--- src/rtl/spt_pkg.sv ---
`timescale 1ns / 1ps
// Shared constants for the stepper position tracker: stream widths, field
// positions, item kinds and the reciprocal constants of the two divisions.
// No dependencies.
package spt_pkg;

	// item kind on s_tuser
	localparam logic OP_TICK = 1'b0;
	localparam logic OP_CMD  = 1'b1;

	localparam int IN_TDATA_W  = 48;
	localparam int OUT_TDATA_W = 56;

	// input tdata field positions
	localparam int DT_LSB    = 0;
	localparam int DT_W      = 10;
	localparam int ANGLE_LSB = 10;
	localparam int ANGLE_W   = 16;
	localparam int SPEED_LSB = 26;
	localparam int SPEED_W   = 16;
	localparam int EN_BIT    = 42;

	// output tdata field positions
	localparam int STEP_LSB = 0;
	localparam int STEP_W   = 32;
	localparam int DIR_BIT  = 32;
	localparam int ENA_BIT  = 33;
	localparam int POSN_BIT = 34;
	localparam int RATE_LSB = 35;
	localparam int RATE_W   = 16;

	localparam logic [15:0] SPR_RESET = 16'd200;

	// angle product / 3600: floor(2^43 / 3600), estimate is low by at most one
	localparam logic [31:0] DIV_A      = 32'd3600;
	localparam logic [31:0] RECIP_A    = 32'd2443359172;
	localparam int          RECIP_A_SH = 43;
	localparam int          QA_W       = 20;

	// step delta / 1000: floor(2^30 / 1000), estimate is low by at most one
	localparam logic [25:0] DIV_D      = 26'd1000;
	localparam logic [20:0] RECIP_D    = 21'd1073741;
	localparam int          RECIP_D_SH = 30;
	localparam int          DELTA_W    = 26;
	localparam int          QD_W       = 17;

endpackage

--- src/rtl/stepper_position_tracker.sv ---
`timescale 1ns / 1ps
// Stepper position tracker: open-loop step count, direction and enable control.
// Depends on spt_pkg.
//
// Pipeline: one item per cycle while m_tready does not hold the output; four stages
// (multiply, reciprocal multiply, quotient correction, state update) feed an
// output register, which drives m_tvalid and m_tdata.
// Reset: arst_n clears the tracking state and stage valids, not the stage or output
// data; the revolution step count returns to 200.
module stepper_position_tracker import spt_pkg::*; (
	input  logic                   clk,
	input  logic                   arst_n,
	input  logic                   s_tvalid,
	output logic                   s_tready,
	// dt_ms[9:0], target_angle[25:10], speed[41:26], enable_request[42], zero fill
	input  logic [IN_TDATA_W-1:0]  s_tdata,
	// op
	input  logic                   s_tuser,
	output logic                   m_tvalid,
	input  logic                   m_tready,
	// step_count[31:0], dir_out[32], enabled_out[33], positioning[34],
	// rate_out[50:35], zero fill
	output logic [OUT_TDATA_W-1:0] m_tdata,
	input  logic                   cfg_we,
	input  logic [15:0]            cfg_wdata
);

	// stage valids and handshake chain
	logic v1_s1, v2_s2, v3_s3, v4_s4, out_v_q;
	logic out_free, rdy4, rdy3, rdy2, in_acc;

	assign out_free = !out_v_q || m_tready;
	assign rdy4     = !v4_s4 || out_free;
	assign rdy3     = !v3_s3 || rdy4;
	assign rdy2     = !v2_s2 || rdy3;
	assign s_tready = !v1_s1 || rdy2;
	assign in_acc   = s_tvalid && s_tready;

	logic [15:0] spr_q;
	logic [15:0] rate_ahead_q;

	always_ff @(posedge clk or negedge arst_n) begin
		if (!arst_n) begin
			spr_q        <= SPR_RESET;
			rate_ahead_q <= '0;
		end else begin
			if (cfg_we)
				spr_q <= cfg_wdata;
			if (in_acc && s_tuser == OP_CMD)
				rate_ahead_q <= s_tdata[SPEED_LSB +: SPEED_W];
		end
	end

	always_ff @(posedge clk or negedge arst_n) begin
		if (!arst_n) begin
			v1_s1   <= 1'b0;
			v2_s2   <= 1'b0;
			v3_s3   <= 1'b0;
			v4_s4   <= 1'b0;
			out_v_q <= 1'b0;
		end else begin
			if (s_tready)
				v1_s1 <= s_tvalid;
			if (rdy2)
				v2_s2 <= v1_s1;
			if (rdy3)
				v3_s3 <= v2_s2;
			if (rdy4)
				v4_s4 <= v3_s3;
			if (out_free)
				out_v_q <= v4_s4;
		end
	end

	// ---------------- stage 1: products
	logic              op_s1, en_s1;
	logic [DT_W-1:0]   dt_s1;
	logic [15:0]       angle_s1, speed_s1, rate_s1;
	logic [15:0]       amag;
	logic [31:0]       prod_a;
	logic [DELTA_W-1:0] delta;

	always_ff @(posedge clk) begin
		if (in_acc) begin
			op_s1    <= s_tuser;
			dt_s1    <= s_tdata[DT_LSB +: DT_W];
			angle_s1 <= s_tdata[ANGLE_LSB +: ANGLE_W];
			speed_s1 <= s_tdata[SPEED_LSB +: SPEED_W];
			en_s1    <= s_tdata[EN_BIT];
			rate_s1  <= rate_ahead_q; // rate left by all earlier items
		end
	end

	// magnitude of the angle; -32768 maps to 0x8000
	assign amag   = angle_s1[15] ? (~angle_s1 + 16'd1) : angle_s1;
	assign prod_a = {16'd0, amag} * {16'd0, spr_q};
	assign delta  = {16'd0, dt_s1} * {10'd0, rate_s1};

	// ---------------- stage 2: reciprocal multiplies
	logic               op_s2, en_s2, neg_s2;
	logic [15:0]        speed_s2;
	logic [31:0]        prod_a_s2;
	logic [DELTA_W-1:0] delta_s2;
	logic [62:0]        pa_full;
	logic [46:0]        pd_full;

	always_ff @(posedge clk) begin
		if (v1_s1 && rdy2) begin
			op_s2     <= op_s1;
			en_s2     <= en_s1;
			neg_s2    <= angle_s1[15];
			speed_s2  <= speed_s1;
			prod_a_s2 <= prod_a;
			delta_s2  <= delta;
		end
	end

	assign pa_full = {31'd0, prod_a_s2} * {31'd0, RECIP_A};
	assign pd_full = {21'd0, delta_s2} * {26'd0, RECIP_D};

	// ---------------- stage 3: quotient correction
	logic               op_s3, en_s3, neg_s3;
	logic [15:0]        speed_s3;
	logic [31:0]        prod_a_s3;
	logic [DELTA_W-1:0] delta_s3;
	logic [QA_W-1:0]    qa0_s3, qa;
	logic [QD_W-1:0]    qd0_s3, qd;
	logic [31:0]        ra;
	logic [DELTA_W-1:0] rd, rd_fix;
	logic [31:0]        tgt;

	always_ff @(posedge clk) begin
		if (v2_s2 && rdy3) begin
			op_s3     <= op_s2;
			en_s3     <= en_s2;
			neg_s3    <= neg_s2;
			speed_s3  <= speed_s2;
			prod_a_s3 <= prod_a_s2;
			delta_s3  <= delta_s2;
			qa0_s3    <= pa_full[RECIP_A_SH +: QA_W];
			qd0_s3    <= pd_full[RECIP_D_SH +: QD_W];
		end
	end

	assign ra     = prod_a_s3 - {12'd0, qa0_s3} * DIV_A;
	assign qa     = (ra >= DIV_A) ? qa0_s3 + QA_W'(1) : qa0_s3;
	assign tgt    = neg_s3 ? (32'd0 - {12'd0, qa}) : {12'd0, qa};
	assign rd     = delta_s3 - {9'd0, qd0_s3} * DIV_D;
	assign qd     = (rd >= DIV_D) ? qd0_s3 + QD_W'(1) : qd0_s3;
	assign rd_fix = (rd >= DIV_D) ? rd - DIV_D : rd;

	// ---------------- stage 4: state update
	logic            op_s4, en_s4;
	logic [15:0]     speed_s4;
	logic [31:0]     tgt_s4;
	logic [QD_W-1:0] qd_s4;
	logic [9:0]      rd_s4;

	always_ff @(posedge clk) begin
		if (v3_s3 && rdy4) begin
			op_s4    <= op_s3;
			en_s4    <= en_s3;
			speed_s4 <= speed_s3;
			tgt_s4   <= tgt;
			qd_s4    <= qd;
			rd_s4    <= rd_fix[9:0];
		end
	end

	// err_q tracks target - position, so a tick needs no separate subtract
	logic signed [10:0] frac_q;
	logic [31:0]        pos_q, err_q;
	logic               dir_q, en_q, pm_q;
	logic [15:0]        rate_q;

	logic [QD_W-1:0]    q_g;
	logic [9:0]         r_g, b;
	logic signed [11:0] m;
	logic signed [2:0]  a;
	logic signed [18:0] qs, qf, whole;
	logic signed [10:0] frac_t;
	logic [31:0]        whole32, pos_t, err_t, err_c;

	logic signed [10:0] frac_n;
	logic [31:0]        pos_n, err_n;
	logic               dir_n, en_n, pm_n;
	logic [15:0]        rate_n;

	always_comb begin
		q_g = en_q ? qd_s4 : '0;
		r_g = en_q ? rd_s4 : '0;
		m   = {frac_q[10], frac_q} + (dir_q ? $signed({2'b00, r_g}) : -$signed({2'b00, r_g}));

		// floor split of m into a*1000 + b, b in 0..999
		if (m >= 12'sd1000) begin
			a = 3'sd1;
			b = 10'(m - 12'sd1000);
		end else if (m >= 12'sd0) begin
			a = 3'sd0;
			b = 10'(m);
		end else if (m >= -12'sd1000) begin
			a = -3'sd1;
			b = 10'(m + 12'sd1000);
		end else begin
			a = -3'sd2;
			b = 10'(m + 12'sd2000);
		end

		qs = dir_q ? $signed({2'b00, q_g}) : -$signed({2'b00, q_g});
		qf = qs + {{16{a[2]}}, a};

		// floor to truncation: remainder takes the sign of the sum
		if (qf < 19'sd0 && b != 10'd0) begin
			whole  = qf + 19'sd1;
			frac_t = $signed({1'b0, b}) - 11'sd1000;
		end else begin
			whole  = qf;
			frac_t = $signed({1'b0, b});
		end

		whole32 = {{13{whole[18]}}, whole};
		pos_t   = pos_q + whole32;
		err_t   = err_q - whole32;
		err_c   = tgt_s4 - pos_q;

		frac_n = frac_q;
		pos_n  = pos_q;
		err_n  = err_q;
		dir_n  = dir_q;
		en_n   = en_q;
		pm_n   = pm_q;
		rate_n = rate_q;

		if (op_s4 == OP_CMD) begin
			err_n  = err_c;
			dir_n  = !err_c[31] && (err_c != 32'd0);
			pm_n   = 1'b1;
			rate_n = speed_s4;
			en_n   = en_s4;
		end else begin
			frac_n = frac_t;
			pos_n  = pos_t;
			err_n  = err_t;
			if (pm_q) begin
				if (err_t == 32'd0 || err_t == 32'd1 || err_t == 32'hFFFF_FFFF) begin
					en_n = 1'b0;
					pm_n = 1'b0;
				end else begin
					dir_n = !err_t[31];
				end
			end
		end
	end

	wire upd = v4_s4 && out_free;

	always_ff @(posedge clk or negedge arst_n) begin
		if (!arst_n) begin
			frac_q <= '0;
			pos_q  <= '0;
			err_q  <= '0;
			dir_q  <= 1'b0;
			en_q   <= 1'b0;
			pm_q   <= 1'b0;
			rate_q <= '0;
		end else if (upd) begin
			frac_q <= frac_n;
			pos_q  <= pos_n;
			err_q  <= err_n;
			dir_q  <= dir_n;
			en_q   <= en_n;
			pm_q   <= pm_n;
			rate_q <= rate_n;
		end
	end

	// ---------------- output register
	logic [OUT_TDATA_W-1:0] out_data_q;

	always_ff @(posedge clk) begin
		if (upd) begin
			out_data_q <= {5'd0, rate_n, pm_n, en_n, dir_n, pos_n};
		end
	end

	assign m_tvalid = out_v_q;
	assign m_tdata  = out_data_q;

endmodule

--- config.mk ---
export PLATFORM = sky130hd
export DESIGN_NAME = stepper_position_tracker
export DESIGN_NICKNAME = d
export VERILOG_FILES = /design/src/rtl/spt_pkg.sv /design/src/rtl/stepper_position_tracker.sv
export SDC_FILE = /design/constraint.sdc
export NUM_CORES = 2
export LEC_CHECK = 0
export ABC_AREA = 0
export BUFFER_PORTS_ARGS = -buffer_cell sky130_fd_sc_hd__buf_4
export CAP_MARGIN = 20
export CORE_MARGIN = 5
export CORE_UTILIZATION = 55
export CTS_BUF_LIST = sky130_fd_sc_hd__clkbuf_2 sky130_fd_sc_hd__clkbuf_4 sky130_fd_sc_hd__clkbuf_8
export DETAILED_ROUTE_END_ITERATION = 10
export PLACE_DENSITY = 0.71
export SETUP_SLACK_MARGIN = 0.1
export SLEW_MARGIN = 10
export SYNTH_ARGS = -nofsm -noshare
export SYNTH_HDL_FRONTEND = slang
export SYNTH_SLANG_ARGS = --single-unit
export TNS_END_PERCENT = 20
--- constraint.sdc ---
create_clock -name clk -period 14.25 [get_ports clk]
set_input_delay 0.7125 -clock clk [delete_from_list [all_inputs] [get_ports clk]]
set_output_delay 0.7125 -clock clk [all_outputs]
set_load 0.03 [all_outputs]
==> flow_metrics.py <==
metrics = {
    "cells_and_area": {
        "drive_above_1_share_pct": 6.82,
        "area_growth_pct": 7.84,
        "fillers": 10369,
        "nets": 8956,
    },
    "floorplanning": {
        "fp.dieArea_sq_um": 131000,
        "num_rows": 129,
        "initial_core_util_pct": 55.3,
        "core-area_sq_um": 124000,
        "top_level_ports": 128,
        "chipWidth_microns": 362,
        "die_h_microns": 362,
    },
    "synth": {
        "avgSynthCellArea_sq_um": 10.0,
        "yosys.area.top_type": "fa_1",
        "ys_ff_latch": 495,
        "ys_seq_area_share_pct": 20.8,
        "ys_warn_count": 0,
        "synthesis.instances": 6810,
        "synthTopCellsByArea": "fa_1, ha_1, edfxtp_1, inv_1, dfrtp_1",
        "ys_types": 111,
        "yosysTopAreaCellShare_pct": 24.9,
        "synth_flop_cell": "edfxtp_1",
        "async_flop_share_pct": 26.5,
        "netlist_area_sq_um": 68300,
        "synth_edf_count": 364,
    },
    "worst_setup_path": {
        "cp-start-kind": "register",
        "cp_data_arrival_time_ns": 13.25,
        "critPathMaxStageDelay_ns": 0.73,
        "endpoint_kind": "register",
        "cp_data_required_time_ns": 14.78,
        "slowest_stage": "xor2_1",
        "crit_fanout": 36,
        "path_class": "reg2reg",
        "crit_top_cell": "ha_1",
    },
    "run": {
        "cap_violations": 0,
    },
    "status": {
        "status": "finished, final reports clean",
    },
    "clock_tree": {
        "cts-root-buf": "clkbuf_8",
        "cts_tree": "done",
        "cts_sinks": 495,
        "clk_path_buf_depth": 3,
        "htree_levels": 3,
        "numCtsBuffers": 91,
        "cts_resized": 0,
        "cts.clk_slew.worst_paths_ns": 0.07,
        "clock_latency_ns": 0.85,
    },
    "detailed_routing": {
        "postRouteAntennaNets": 0,
        "first_pass_iters": 6,
        "drt-total-wl_microns": 160000,
        "remaining_drc_errors": 0,
        "wl_per_cell_microns": 18.4,
        "drt_iter0_markers": 2741,
        "vias_per_cell": 5.56,
        "vias": 48233,
    },
    "global_routing": {
        "antenna_found_initial": 3,
        "grt_pass1_vias": 50893,
        "grtUsageTotal_pct": 24.8,
        "grt_max_degree": 105,
        "grt-ovfl-total": 0,
        "grt_pass1_wl_microns": 263000,
    },
    "min_path": {
        "hold_class": "in2reg",
    },
    "timing": {
        "rsz0062_at_grt": "false",
        "slew_headroom_pct": 32.6,
        "final_max_slew_viol_count": 0,
        "setup_violations": 0,
        "hold_viol_final": 0,
        "skew_ns": 0.0733,
        "period_needed_ns": 12.72,
        "finalCritPeriodShare_pct": 89.3,
        "max_freq_mhz": 78.6,
        "setup_tns_ns": 0,
        "tightest_slew_ns": 1.01,
    },
    "placed_design": {
        "gp_congestion": 0.907,
        "dpl.hpwl_microns": 127000,
        "portBuffers": 117,
    },
}
==> cell type report <==
type | instances | area (sq um) | area share (%)
flip-flops and latches | 495 | 14200 | 19.3
inverters | 1381 | 5190 | 7.04
clock buffers | 132 | 1620 | 2.20
well taps | 1637 | 2050 | 2.78
multi-input cells | 4791 | 48400 | 65.7
repair buffers | 199 | 1640 | 2.23
clock inverters | 37 | 542 | 0.735
diodes | 3 | 7.51 | 0.0102
==> metrics by stage <==
step	util (%)	area, sq um	instances	setup slack (ns)	hold slack [ns]
global route	59.6	73700	8675	0.660	0.0320
floorplan	-	68300	6814	2.28	0.400
global placement	57.5	71000	8458	1.68	0.401
finish	59.6	73700	8675	1.53	0.105
CTS	59.6	73600	8670	1.42	0.0127
detailed placement	57.5	71000	8458	1.50	0.405
==> routing by layer <==
metal  vias up  global-route usage [%]  wire (microns)  part of all wire, %
met5         -                       0              13               0.0081
met1     23890                    33.4           69900                   44
met4         2                    7.00            4380                  2.7
met3       285                    3.67            8670                  5.4
li1      22778                       -               -                    -
met2      1278                    42.1           76800                   48
==> sequential cells by signal, summed over array words and instances (netlist names), 11 cells and up <==
signal        count
speed_s2         16
delta_s3         26
qa0_s3           20
rate_ahead_q     16
err_q            32
angle_s1         16
speed_s4         16
rate_q           16
qd_s4            17
prod_a_s3        28
rate_s1          16
speed_s1         16
prod_a_s2        32
delta_s2         26
m_tdata          51
frac_q           11
tgt_s4           21
pos_q            32
spr_q            16
speed_s3         16
qd0_s3           17
==> cell usage in the layout, fill, tap and decap left out, types with 101 or more instances in the layout <==
master	count
xor2_1	104
a21oi_1	223
nand2_1	479
inv_1	1375
dfrtp_1	128
xnor2_1	265
ha_1	1076
edfxtp_1	364
fa_1	851
o21ai_0	219
clkbuf_8	101
nor2_1	262
and2_1	215
buf_4	152
==> cell families after synthesis <==
kind of cell | Yosys count | synth area share [%]
AOI/OAI and AO/OA | 904 | 8.63
muxes | 113 | 1.80
DFF | 495 | 20.8
adders and majority gates | 1928 | 44.7
other | 1 | 0.00549
and+or+nand+nor | 1457 | 10.6
xor gates and xnor gates | 384 | 5.00
buffers and inverters | 1528 | 8.49
==> critical path: cells and delay by family, from the launching register on <==
family / cells / cell delay, ns
simple gates: 12 / 3.17
compound gates: 20 / 4.73
buf+inv: 3 / 0.73
flops: 1 / 0.63
xor+xnor: 3 / 1.05
fa+ha+maj: 5 / 1.36
mux: 3 / 0.75
==> path summary, 6_finish.rpt <==
check	slack, ns	depth (start not counted)	endpoint	startpoint
min	0.11	1	speed_s1[15]$_DFFE_PP_	s_tdata[41]
max	1.53	46	m_tdata[34]$_DFFE_PP_	en_q$_DFFE_PN0P_
min in group asynchronous	0.35	2	spr_q[1]$_DFFE_PN0P_	arst_n
max reg2reg	1.53	46	m_tdata[34]$_DFFE_PP_	en_q$_DFFE_PN0P_
min reg2reg	0.38	0	speed_s4[10]$_DFFE_PP_	speed_s3[10]$_DFFE_PP_
max in group asynchronous	11.96	4	err_q[2]$_DFFE_PN0P_	arst_n
==> what timing repair did <==
item / 4_1_cts / 5_1_grt
hold buffers: 43 / 0
endpoints found under the hold margin: 81 / 0
buffers inserted: 0 / 0
==> Yosys cell counts, types with 96 or more instances <==
cell and instances:
and2_1 219, fa_1 851, nor2_1 262, edfxtp_1 364, nand3_1 96, o21ai_0 219, dfrtp_1 128, xor2_1 104
clkbuf_1 117, inv_1 1375, xnor2_1 273, a21oi_1 223, nand2_1 480, ha_1 1076
Power is not shown: default switching activity piles up to over one toggle a cycle in this logic, so the estimate is an artifact.
